--- src/hw/rtl/tss_pkg.sv ---
// ----------------------------------------------------------------------------
// tss_pkg: shared definitions for the three-axis sample smoother
// Holds the sample width, the default history depth, the filter mode codes
// and the control bundle that the sequencer sends to every axis lane.
// ----------------------------------------------------------------------------
package tss_pkg;

	// Width of one axis sample and of one filtered result.
	localparam int unsigned SAMPLE_W = 16;

	// Default number of entries in each axis history ring.
	localparam int unsigned HISTORY_DEPTH_DEF = 16;

	// Filter mode codes.
	localparam logic MODE_AVG = 1'b0;
	localparam logic MODE_EXP = 1'b1;

	// Per-cycle commands from the sequencer to the axis lanes.
	typedef struct packed {
		logic wr_en;    // write the new sample into the ring
		logic exp_en;   // exponential update of the smoothed value
		logic acc_clr;  // clear the window accumulator and its stop flag
		logic rd_en;    // read one ring entry for the window sum
		logic mag_en;   // form the magnitude for the floor division
		logic mul_en;   // multiply by the reciprocal of the depth
		logic fin_en;   // load the window mean into the smoothed value
	} lane_ctrl_t;

endpackage

--- src/hw/rtl/tss_lane.sv ---
// ----------------------------------------------------------------------------
// tss_lane: one axis of the smoother
// Keeps the axis history ring, sums it entry by entry up to the first zero
// entry, divides the sum by the depth with floor rounding, and keeps the
// smoothed value that also feeds the exponential update.
// ----------------------------------------------------------------------------
module tss_lane #(
	parameter int unsigned HISTORY_DEPTH = tss_pkg::HISTORY_DEPTH_DEF
) (
	input  logic                                  clk,
	input  logic                                  arst_n,
	input  tss_pkg::lane_ctrl_t                   ctrl,
	input  logic [$clog2(HISTORY_DEPTH)-1:0]      wr_addr,
	input  logic [$clog2(HISTORY_DEPTH)-1:0]      rd_addr,
	input  logic signed [tss_pkg::SAMPLE_W-1:0]   sample,
	output logic signed [tss_pkg::SAMPLE_W-1:0]   smoothed
);

	localparam int unsigned SW       = tss_pkg::SAMPLE_W;
	localparam int unsigned IdxLog   = $clog2(HISTORY_DEPTH);
	localparam int unsigned SumW     = SW + IdxLog;
	// Reciprocal that gives an exact floor quotient for any magnitude below 2^SumW.
	localparam int unsigned RecipSh  = SumW + IdxLog;
	localparam int unsigned RecipW   = SumW + 1;
	localparam int unsigned ProdW    = SumW + RecipW;
	localparam int unsigned QuotW    = ProdW - RecipSh;
	localparam longint unsigned RecipL =
		((64'd1 << RecipSh) + 64'(HISTORY_DEPTH) - 64'd1) / 64'(HISTORY_DEPTH);
	localparam logic [RecipW-1:0] Recip = RecipW'(RecipL);
	localparam logic [SumW-1:0] DepthM1 = SumW'(HISTORY_DEPTH - 1);

	logic [SW-1:0]                ring_mem [HISTORY_DEPTH];
	logic [HISTORY_DEPTH-1:0]     valid_q;
	logic [SW-1:0]                rd_data_s1;
	logic                         rd_vld_s1;
	logic                         ent_vld_s1;
	logic signed [SumW-1:0]       acc_q;
	logic                         stop_q;
	logic [SW-1:0]                entry;
	logic [SumW-1:0]              mag_s1;
	logic                         neg_s1;
	logic [ProdW-1:0]             prod_s2;
	logic                         neg_s2;
	logic [QuotW-1:0]             quot;
	logic [QuotW-1:0]             quot_signed;
	logic signed [SW+1:0]         old3;
	logic [SW-1:0]                exp_next;
	logic signed [SW-1:0]         smoothed_q;

	// Ring storage; written once per transaction, read once per sum cycle.
	always_ff @(posedge clk) begin
		if (ctrl.wr_en) begin
			ring_mem[wr_addr] <= sample;
		end
		if (ctrl.rd_en) begin
			rd_data_s1 <= ring_mem[rd_addr];
		end
	end

	// Valid bits make entries never written read as zero after reset.
	always_ff @(posedge clk or negedge arst_n) begin
		if (!arst_n) begin
			valid_q    <= '0;
			rd_vld_s1  <= 1'b0;
			ent_vld_s1 <= 1'b0;
		end else begin
			if (ctrl.wr_en) begin
				valid_q[wr_addr] <= 1'b1;
			end
			rd_vld_s1 <= ctrl.rd_en;
			if (ctrl.rd_en) begin
				ent_vld_s1 <= valid_q[rd_addr];
			end
		end
	end

	assign entry = ent_vld_s1 ? rd_data_s1 : '0;

	// Window accumulator; stops at the first zero entry until the next clear.
	always_ff @(posedge clk or negedge arst_n) begin
		if (!arst_n) begin
			acc_q  <= '0;
			stop_q <= 1'b0;
		end else if (ctrl.acc_clr) begin
			acc_q  <= '0;
			stop_q <= 1'b0;
		end else if (rd_vld_s1 && !stop_q) begin
			if (entry == '0) begin
				stop_q <= 1'b1;
			end else begin
				acc_q <= acc_q + SumW'($signed(entry));
			end
		end
	end

	// Floor division: a negative sum divides as -ceil(|sum| / depth).
	always_ff @(posedge clk) begin
		if (ctrl.mag_en) begin
			neg_s1 <= acc_q[SumW-1];
			mag_s1 <= acc_q[SumW-1] ? ((~acc_q) + 1'b1 + DepthM1) : acc_q;
		end
		if (ctrl.mul_en) begin
			neg_s2  <= neg_s1;
			prod_s2 <= ProdW'(mag_s1) * ProdW'(Recip);
		end
	end

	assign quot        = prod_s2[ProdW-1:RecipSh];
	assign quot_signed = neg_s2 ? ((~quot) + 1'b1) : quot;

	// Exponential update: floor(old * 3 / 4) + floor(sample / 4).
	assign old3     = (SW+2)'(smoothed_q) + ((SW+2)'(smoothed_q) <<< 1);
	assign exp_next = old3[SW+1:2] + {{2{sample[SW-1]}}, sample[SW-1:2]};

	// Smoothed value, shared by both modes.
	always_ff @(posedge clk or negedge arst_n) begin
		if (!arst_n) begin
			smoothed_q <= '0;
		end else if (ctrl.exp_en) begin
			smoothed_q <= exp_next;
		end else if (ctrl.fin_en) begin
			smoothed_q <= quot_signed[SW-1:0];
		end
	end

	assign smoothed = smoothed_q;

endmodule

--- src/hw/rtl/tss_ctrl.sv ---
// ----------------------------------------------------------------------------
// tss_ctrl: sequencer of the three-axis sample smoother
// Holds the filter mode and the shared write slot, and steps the lanes
// through the ring sweep and the division for each moving-average transaction.
// ----------------------------------------------------------------------------
module tss_ctrl #(
	parameter int unsigned HISTORY_DEPTH = tss_pkg::HISTORY_DEPTH_DEF
) (
	input  logic                              clk,
	input  logic                              arst_n,
	input  logic                              in_valid,
	output logic                              in_ready,
	input  logic                              cfg_we,
	input  logic                              cfg_wdata,
	input  logic                              out_free,
	output logic                              out_load,
	output tss_pkg::lane_ctrl_t               ctrl,
	output logic [$clog2(HISTORY_DEPTH)-1:0]  wr_addr,
	output logic [$clog2(HISTORY_DEPTH)-1:0]  rd_addr
);

	localparam int unsigned IdxW = $clog2(HISTORY_DEPTH);
	localparam logic [IdxW-1:0] LastIdx = IdxW'(HISTORY_DEPTH - 1);

	localparam logic [2:0] ST_IDLE  = 3'd0;
	localparam logic [2:0] ST_SUM   = 3'd1;
	localparam logic [2:0] ST_DRAIN = 3'd2;
	localparam logic [2:0] ST_MAG   = 3'd3;
	localparam logic [2:0] ST_MUL   = 3'd4;
	localparam logic [2:0] ST_FIN   = 3'd5;
	localparam logic [2:0] ST_DONE  = 3'd6;

	logic [2:0]      state_q;
	logic [2:0]      state_d;
	logic            mode_q;
	logic [IdxW-1:0] slot_q;
	logic [IdxW-1:0] cnt_q;
	logic            accept;

	assign in_ready = (state_q == ST_IDLE);
	assign accept   = in_valid && in_ready;
	assign wr_addr  = slot_q;
	assign rd_addr  = cnt_q;
	assign out_load = (state_q == ST_DONE) && out_free;

	// Lane commands decoded from the state, the accepted input and the mode.
	always_comb begin
		ctrl         = '0;
		ctrl.wr_en   = accept;
		ctrl.exp_en  = accept && (mode_q == tss_pkg::MODE_EXP);
		ctrl.acc_clr = accept && (mode_q == tss_pkg::MODE_AVG);
		ctrl.rd_en   = (state_q == ST_SUM);
		ctrl.mag_en  = (state_q == ST_MAG);
		ctrl.mul_en  = (state_q == ST_MUL);
		ctrl.fin_en  = (state_q == ST_FIN);
	end

	// Next state.
	always_comb begin
		state_d = state_q;
		case (state_q)
			ST_IDLE: begin
				if (accept) begin
					state_d = (mode_q == tss_pkg::MODE_EXP) ? ST_DONE : ST_SUM;
				end
			end
			ST_SUM: begin
				if (cnt_q == LastIdx) begin
					state_d = ST_DRAIN;
				end
			end
			ST_DRAIN: state_d = ST_MAG;
			ST_MAG:   state_d = ST_MUL;
			ST_MUL:   state_d = ST_FIN;
			ST_FIN:   state_d = ST_DONE;
			ST_DONE: begin
				if (out_free) begin
					state_d = ST_IDLE;
				end
			end
			default:  state_d = ST_IDLE;
		endcase
	end

	// State, mode, write slot and sweep counter.
	always_ff @(posedge clk or negedge arst_n) begin
		if (!arst_n) begin
			state_q <= ST_IDLE;
			mode_q  <= tss_pkg::MODE_AVG;
			slot_q  <= '0;
			cnt_q   <= '0;
		end else begin
			state_q <= state_d;
			if (cfg_we) begin
				mode_q <= cfg_wdata;
			end
			if (accept) begin
				slot_q <= (slot_q == LastIdx) ? '0 : slot_q + 1'b1;
				cnt_q  <= '0;
			end else if (state_q == ST_SUM && cnt_q != LastIdx) begin
				cnt_q <= cnt_q + 1'b1;
			end
		end
	end

endmodule

--- src/hw/rtl/three_axis_sample_smoother_top.sv ---
// ----------------------------------------------------------------------------
// three_axis_sample_smoother_top: three-axis moving average / exponential smoother
//
//   Channel   Signals                                   Handshake
//   -------   ---------------------------------------   ------------------
//   input     in_valid, in_ready, sample_x/y/z          valid / ready
//   output    out_valid, out_ready, mean_out_x/y/z      valid / ready
//   config    cfg_we, cfg_wdata (filter mode)           write enable only
//
// In moving-average mode the ring sweep reads one entry per cycle from each
// axis ring, then the floor division runs through its magnitude, multiply
// and final-load steps. Exponential mode skips the sweep and the division.
// Reset clears the rings (through valid bits), slot, mode and smoothed
// values at once. The output register holds a result while out_ready is
// low; the next input transaction is taken once that result has moved on
// into the output register.
// ----------------------------------------------------------------------------
module three_axis_sample_smoother_top #(
	parameter int unsigned HISTORY_DEPTH = tss_pkg::HISTORY_DEPTH_DEF
) (
	input  logic                                clk,
	input  logic                                arst_n,
	input  logic                                in_valid,
	output logic                                in_ready,
	input  logic signed [tss_pkg::SAMPLE_W-1:0] sample_x,
	input  logic signed [tss_pkg::SAMPLE_W-1:0] sample_y,
	input  logic signed [tss_pkg::SAMPLE_W-1:0] sample_z,
	output logic                                out_valid,
	input  logic                                out_ready,
	output logic signed [tss_pkg::SAMPLE_W-1:0] mean_out_x,
	output logic signed [tss_pkg::SAMPLE_W-1:0] mean_out_y,
	output logic signed [tss_pkg::SAMPLE_W-1:0] mean_out_z,
	input  logic                                cfg_we,
	input  logic                                cfg_wdata
);

	localparam int unsigned IdxW = $clog2(HISTORY_DEPTH);

	tss_pkg::lane_ctrl_t                 ctrl;
	logic [IdxW-1:0]                     wr_addr;
	logic [IdxW-1:0]                     rd_addr;
	logic                                out_load;
	logic                                out_free;
	logic                                out_valid_q;
	logic signed [tss_pkg::SAMPLE_W-1:0] smooth_x;
	logic signed [tss_pkg::SAMPLE_W-1:0] smooth_y;
	logic signed [tss_pkg::SAMPLE_W-1:0] smooth_z;
	logic signed [tss_pkg::SAMPLE_W-1:0] out_x_q;
	logic signed [tss_pkg::SAMPLE_W-1:0] out_y_q;
	logic signed [tss_pkg::SAMPLE_W-1:0] out_z_q;

	assign out_free = !out_valid_q || out_ready;

	tss_ctrl #(
		.HISTORY_DEPTH(HISTORY_DEPTH)
	) u_ctrl (
		.clk      (clk),
		.arst_n   (arst_n),
		.in_valid (in_valid),
		.in_ready (in_ready),
		.cfg_we   (cfg_we),
		.cfg_wdata(cfg_wdata),
		.out_free (out_free),
		.out_load (out_load),
		.ctrl     (ctrl),
		.wr_addr  (wr_addr),
		.rd_addr  (rd_addr)
	);

	tss_lane #(.HISTORY_DEPTH(HISTORY_DEPTH)) u_lane_x (
		.clk(clk), .arst_n(arst_n), .ctrl(ctrl), .wr_addr(wr_addr), .rd_addr(rd_addr),
		.sample(sample_x), .smoothed(smooth_x)
	);

	tss_lane #(.HISTORY_DEPTH(HISTORY_DEPTH)) u_lane_y (
		.clk(clk), .arst_n(arst_n), .ctrl(ctrl), .wr_addr(wr_addr), .rd_addr(rd_addr),
		.sample(sample_y), .smoothed(smooth_y)
	);

	tss_lane #(.HISTORY_DEPTH(HISTORY_DEPTH)) u_lane_z (
		.clk(clk), .arst_n(arst_n), .ctrl(ctrl), .wr_addr(wr_addr), .rd_addr(rd_addr),
		.sample(sample_z), .smoothed(smooth_z)
	);

	// Output register gathers the three lane results into one transaction.
	always_ff @(posedge clk or negedge arst_n) begin
		if (!arst_n) begin
			out_valid_q <= 1'b0;
		end else if (out_load) begin
			out_valid_q <= 1'b1;
		end else if (out_ready) begin
			out_valid_q <= 1'b0;
		end
	end

	always_ff @(posedge clk) begin
		if (out_load) begin
			out_x_q <= smooth_x;
			out_y_q <= smooth_y;
			out_z_q <= smooth_z;
		end
	end

	assign out_valid  = out_valid_q;
	assign mean_out_x = out_x_q;
	assign mean_out_y = out_y_q;
	assign mean_out_z = out_z_q;

endmodule
--- config.mk ---
export PLATFORM = sky130hd
export DESIGN_NAME = three_axis_sample_smoother_top
export DESIGN_NICKNAME = d
export VERILOG_FILES = /design/src/hw/rtl/tss_pkg.sv /design/src/hw/rtl/tss_lane.sv /design/src/hw/rtl/tss_ctrl.sv /design/src/hw/rtl/three_axis_sample_smoother_top.sv
export SDC_FILE = /design/constraint.sdc
export NUM_CORES = 2
export LEC_CHECK = 0
export ABC_AREA = 1
export BUFFER_PORTS_ARGS = -buffer_cell sky130_fd_sc_hd__buf_2
export CAP_MARGIN = 20
export CORE_MARGIN = 8
export CORE_UTILIZATION = 45
export DETAILED_ROUTE_END_ITERATION = 7
export GPL_ROUTABILITY_DRIVEN = 0
export PLACE_DENSITY_LB_ADDON = 0.15
export SLEW_MARGIN = 20
export SYNTH_ARGS = -nofsm -noshare
export SYNTH_HDL_FRONTEND = slang
export SYNTH_HIERARCHICAL = 1
export SYNTH_SLANG_ARGS = --single-unit
--- constraint.sdc ---
create_clock -name clk -period 7.1 [get_ports clk]
set_clock_uncertainty 0.1 [all_clocks]
set_input_delay 0 -clock clk [delete_from_list [all_inputs] [get_ports clk]]
set_output_delay 0 -clock clk [all_outputs]
set_load 0.02 [all_outputs]
==> reports/results.ini <==
[detailed_routing]
dr.pass1.iters=6
routed_wl_um=141000
ant_nets=0
drt_iter0_markers=3358
vias=37400
wl_per_cell_um=20.6
vias_per_cell=5.46
drc=0

[timing]
tightest_slew_ns=1.08
timing.final.hold_violations=0
setup_viol=0
max_freq_mhz=290
maxSlewHeadroom=0.281
drv_slew=0
finalWorstPathRequiredPeriod_ns=3.45
period_share=0.485
fin_tns_setup_ns=0
rsz0062_at_grt=no

[logic_synthesis]
postSynth.asyncResetShare=0.156
synth_edf_count=966
yosys_warnings=6
syn_avg_cell_area_um2=10.9
synth_flop_cell=edfxtp_1
synth_top_area_frac=0.537
synth-seq-cells=1144
syn_inst=4944
ys_types=53
synth_nets=5165
post-synth-top-count-cell=edfxtp_1
syn_area_mm2=0.0540
netlist_top_cells_area=edfxtp_1 54%, dfrtp_1 8.2%, nand2_1 6.3%
yosys.area.top_type=edfxtp_1
synth-seq-area-share=0.619
synth_commonest_cells=966 x edfxtp_1, 913 x nand2_1, 558 x nor2_1

[floorplanning]
rows=127
pin_count=104
dieArea_mm2=0.131
core_area_mm2=0.119
die_h_um=363
die_w_um=363
start_util=0.452

[grt]
grt_pass1_wl_um=216000
grt-ovfl-total=0
track_usage=0.210
grt_pass1_vias=36200
grt_max_degree=173
antenna_found_initial=5

[clock_network]
cts.clk_slew.worst_paths_ns=0.06
cts_buffer_depth=3
cts_resized=0
cts.sinks=1144
worstSkewPairLatency_ns=0.73
htreeDepth=3
cts_made_buffers=120
cts_tree=done
clock_tree.root_cell=clkbuf_16

[worst_setup_path]
slowest_stage=fa_1
cp_slowest_stage_delay_ns=0.47
endpoint_kind=flop
crit_top_cell=nand2_1
critPathArrivalTime_ns=3.92
crit_type=reg -> reg
critPathMaxFanout=4
cp.required_ns=7.58
critPathLaunchType=flop
critPathBufInv=2
reg2reg_slack_ns=3.65
path_delay_family=compound AO/OA/AOI/OAI gates
crit_chain=inv_1 > fa_1 > o21ai_1 > a21oi_1 > o21ai_1 > nand2_1 > nand3_1 > nand2_1 > ha_1 > nand2_1 > inv_1 > nand2_1 > nand2_1 > a21oi_1 > nand3_1 > nand3_1 > nand2_1 > nand2_1 > nand2_1

[power]
ir_worst_vdd_mv=0.363
comb_power_share=0.445
share_seq_of_total_power=0.327
p_leak_nw=24.0
clock_power_share=0.228
p_int_w=0.0166
sw_frac_of_total=0.419
switchingPower_w=0.0119
power_density_mw_per_mm2=466

[finish]
fillerInstances=10600
drive_above_1_share=0.102
fin_util=0.512
syn2layout_area_growth_pct=13.3
nets=5341

[place]
dpl.hpwl_um=87800
io_buffers=103

[run]
maxCapViolations=0

[run_status]
outcome=finished, final reports clean

[min_path]
hp-class=in -> reg

cells by family after synthesis:
group | Yosys count | synth area share
compound gates | 845 | 0.0977
xor+xnor | 108 | 0.0175
fa+ha+maj | 167 | 0.0399
buf+inv | 578 | 0.0440
flops | 1144 | 0.619
mux | 164 | 0.0304
simple gates | 1938 | 0.151
power groups by stage:
stage | sequential, W | clock, W | combinational [W]
2_1_floorplan | 0.00898 | 0 | 0.00962
3_3_place_gp | 0.00951 | 0 | 0.0124
3_5_place_dp | 0.00951 | 0 | 0.0125
4_1_cts | 0.00939 | 0.00663 | 0.0126
5_1_grt | 0.00944 | 0.00688 | 0.0143
6_report | 0.00933 | 0.00650 | 0.0127
final cells by class:
type	count	area (um2)	area share
clock buffers	144	3100	0.0507
well taps	1612	2020	0.0329
repair buffers	238	1760	0.0287
flip-flops and latches	1144	33500	0.547
inverters	394	1480	0.0242
multi-input cells	3222	18400	0.300
diodes	3	7.51	0.000123
clock inverters	86	1020	0.0167
worst paths after layout:
check,from,endpoint,cells after the start
min reg2reg,u_lane_x/mag_s1[6]$_DFFE_PP_,u_lane_x/prod_s2[26]$_DFFE_PP_,0
max,u_lane_x/smoothed[1]$_DFFE_PN0P_,u_lane_x/smoothed[15]$_DFFE_PN0P_,19
min in group asynchronous,arst_n,u_lane_z/valid_q[13]$_DFFE_PN0P_,4
max reg2reg,u_lane_x/smoothed[1]$_DFFE_PN0P_,u_lane_x/smoothed[15]$_DFFE_PN0P_,19
max in group asynchronous,arst_n,u_ctrl/rd_addr[2]$_DFFE_PN0P_,4
min,sample_y[1],u_lane_y/ring_mem[9][1]$_DFFE_PP_,2
registers in the layout, summed over array words and instances (netlist names), 20 cells and up:
signal / cells
u_lane_z/ring_mem: 256
u_lane_z/acc_q: 20
u_lane_x/acc_q: 20
u_lane_x/ring_mem: 256
u_lane_y/acc_q: 20
u_lane_y/ring_mem: 256
layout by cell type (no fill, tap or decap), types with 76 or more instances in the layout:
cell type and n:
nand3_1 296, mux2i_1 164, xor2_1 76, buf_2 102, o221ai_1 173, clkbuf_16 120, inv_1 374, edfxtp_1 966
nor2_1 507, nand2_1 913, o21ai_0 323, ha_1 158, a21oi_1 169, dfrtp_1 174
metrics by stage:
step                total power [W]  cell area [um2]  hold slack [ns]  instances  setup WS, ns
floorplan                    0.0186            54000           -0.396       4944          1.14
global placement             0.0219            56400           -0.102       6550          3.63
detailed placement           0.0220            56400           -0.102       6550          3.55
CTS                          0.0286            61200           0.0619       6838          3.53
global route                 0.0306            61200            0.117       6841          3.35
finish                       0.0285            61200            0.109       6843          3.65
metal layers:
layer  global-route usage  wire, um  part of all wire  up-vias
li1                     -         -                 -    17900
met1                0.301     65000              0.46    18200
met2                0.341     65100              0.46     1066
met3               0.0275      8370             0.059      169
met4               0.0493      2700             0.019        2
met5                    0        13          0.000092        -
repair_timing:
item,CTS,global route
endpoints found under the hold margin,986,0
setup endpoints to repair,0,0
hold buffers,58,0
buffers inserted,0,0
(Power assumes the default switching activity.)
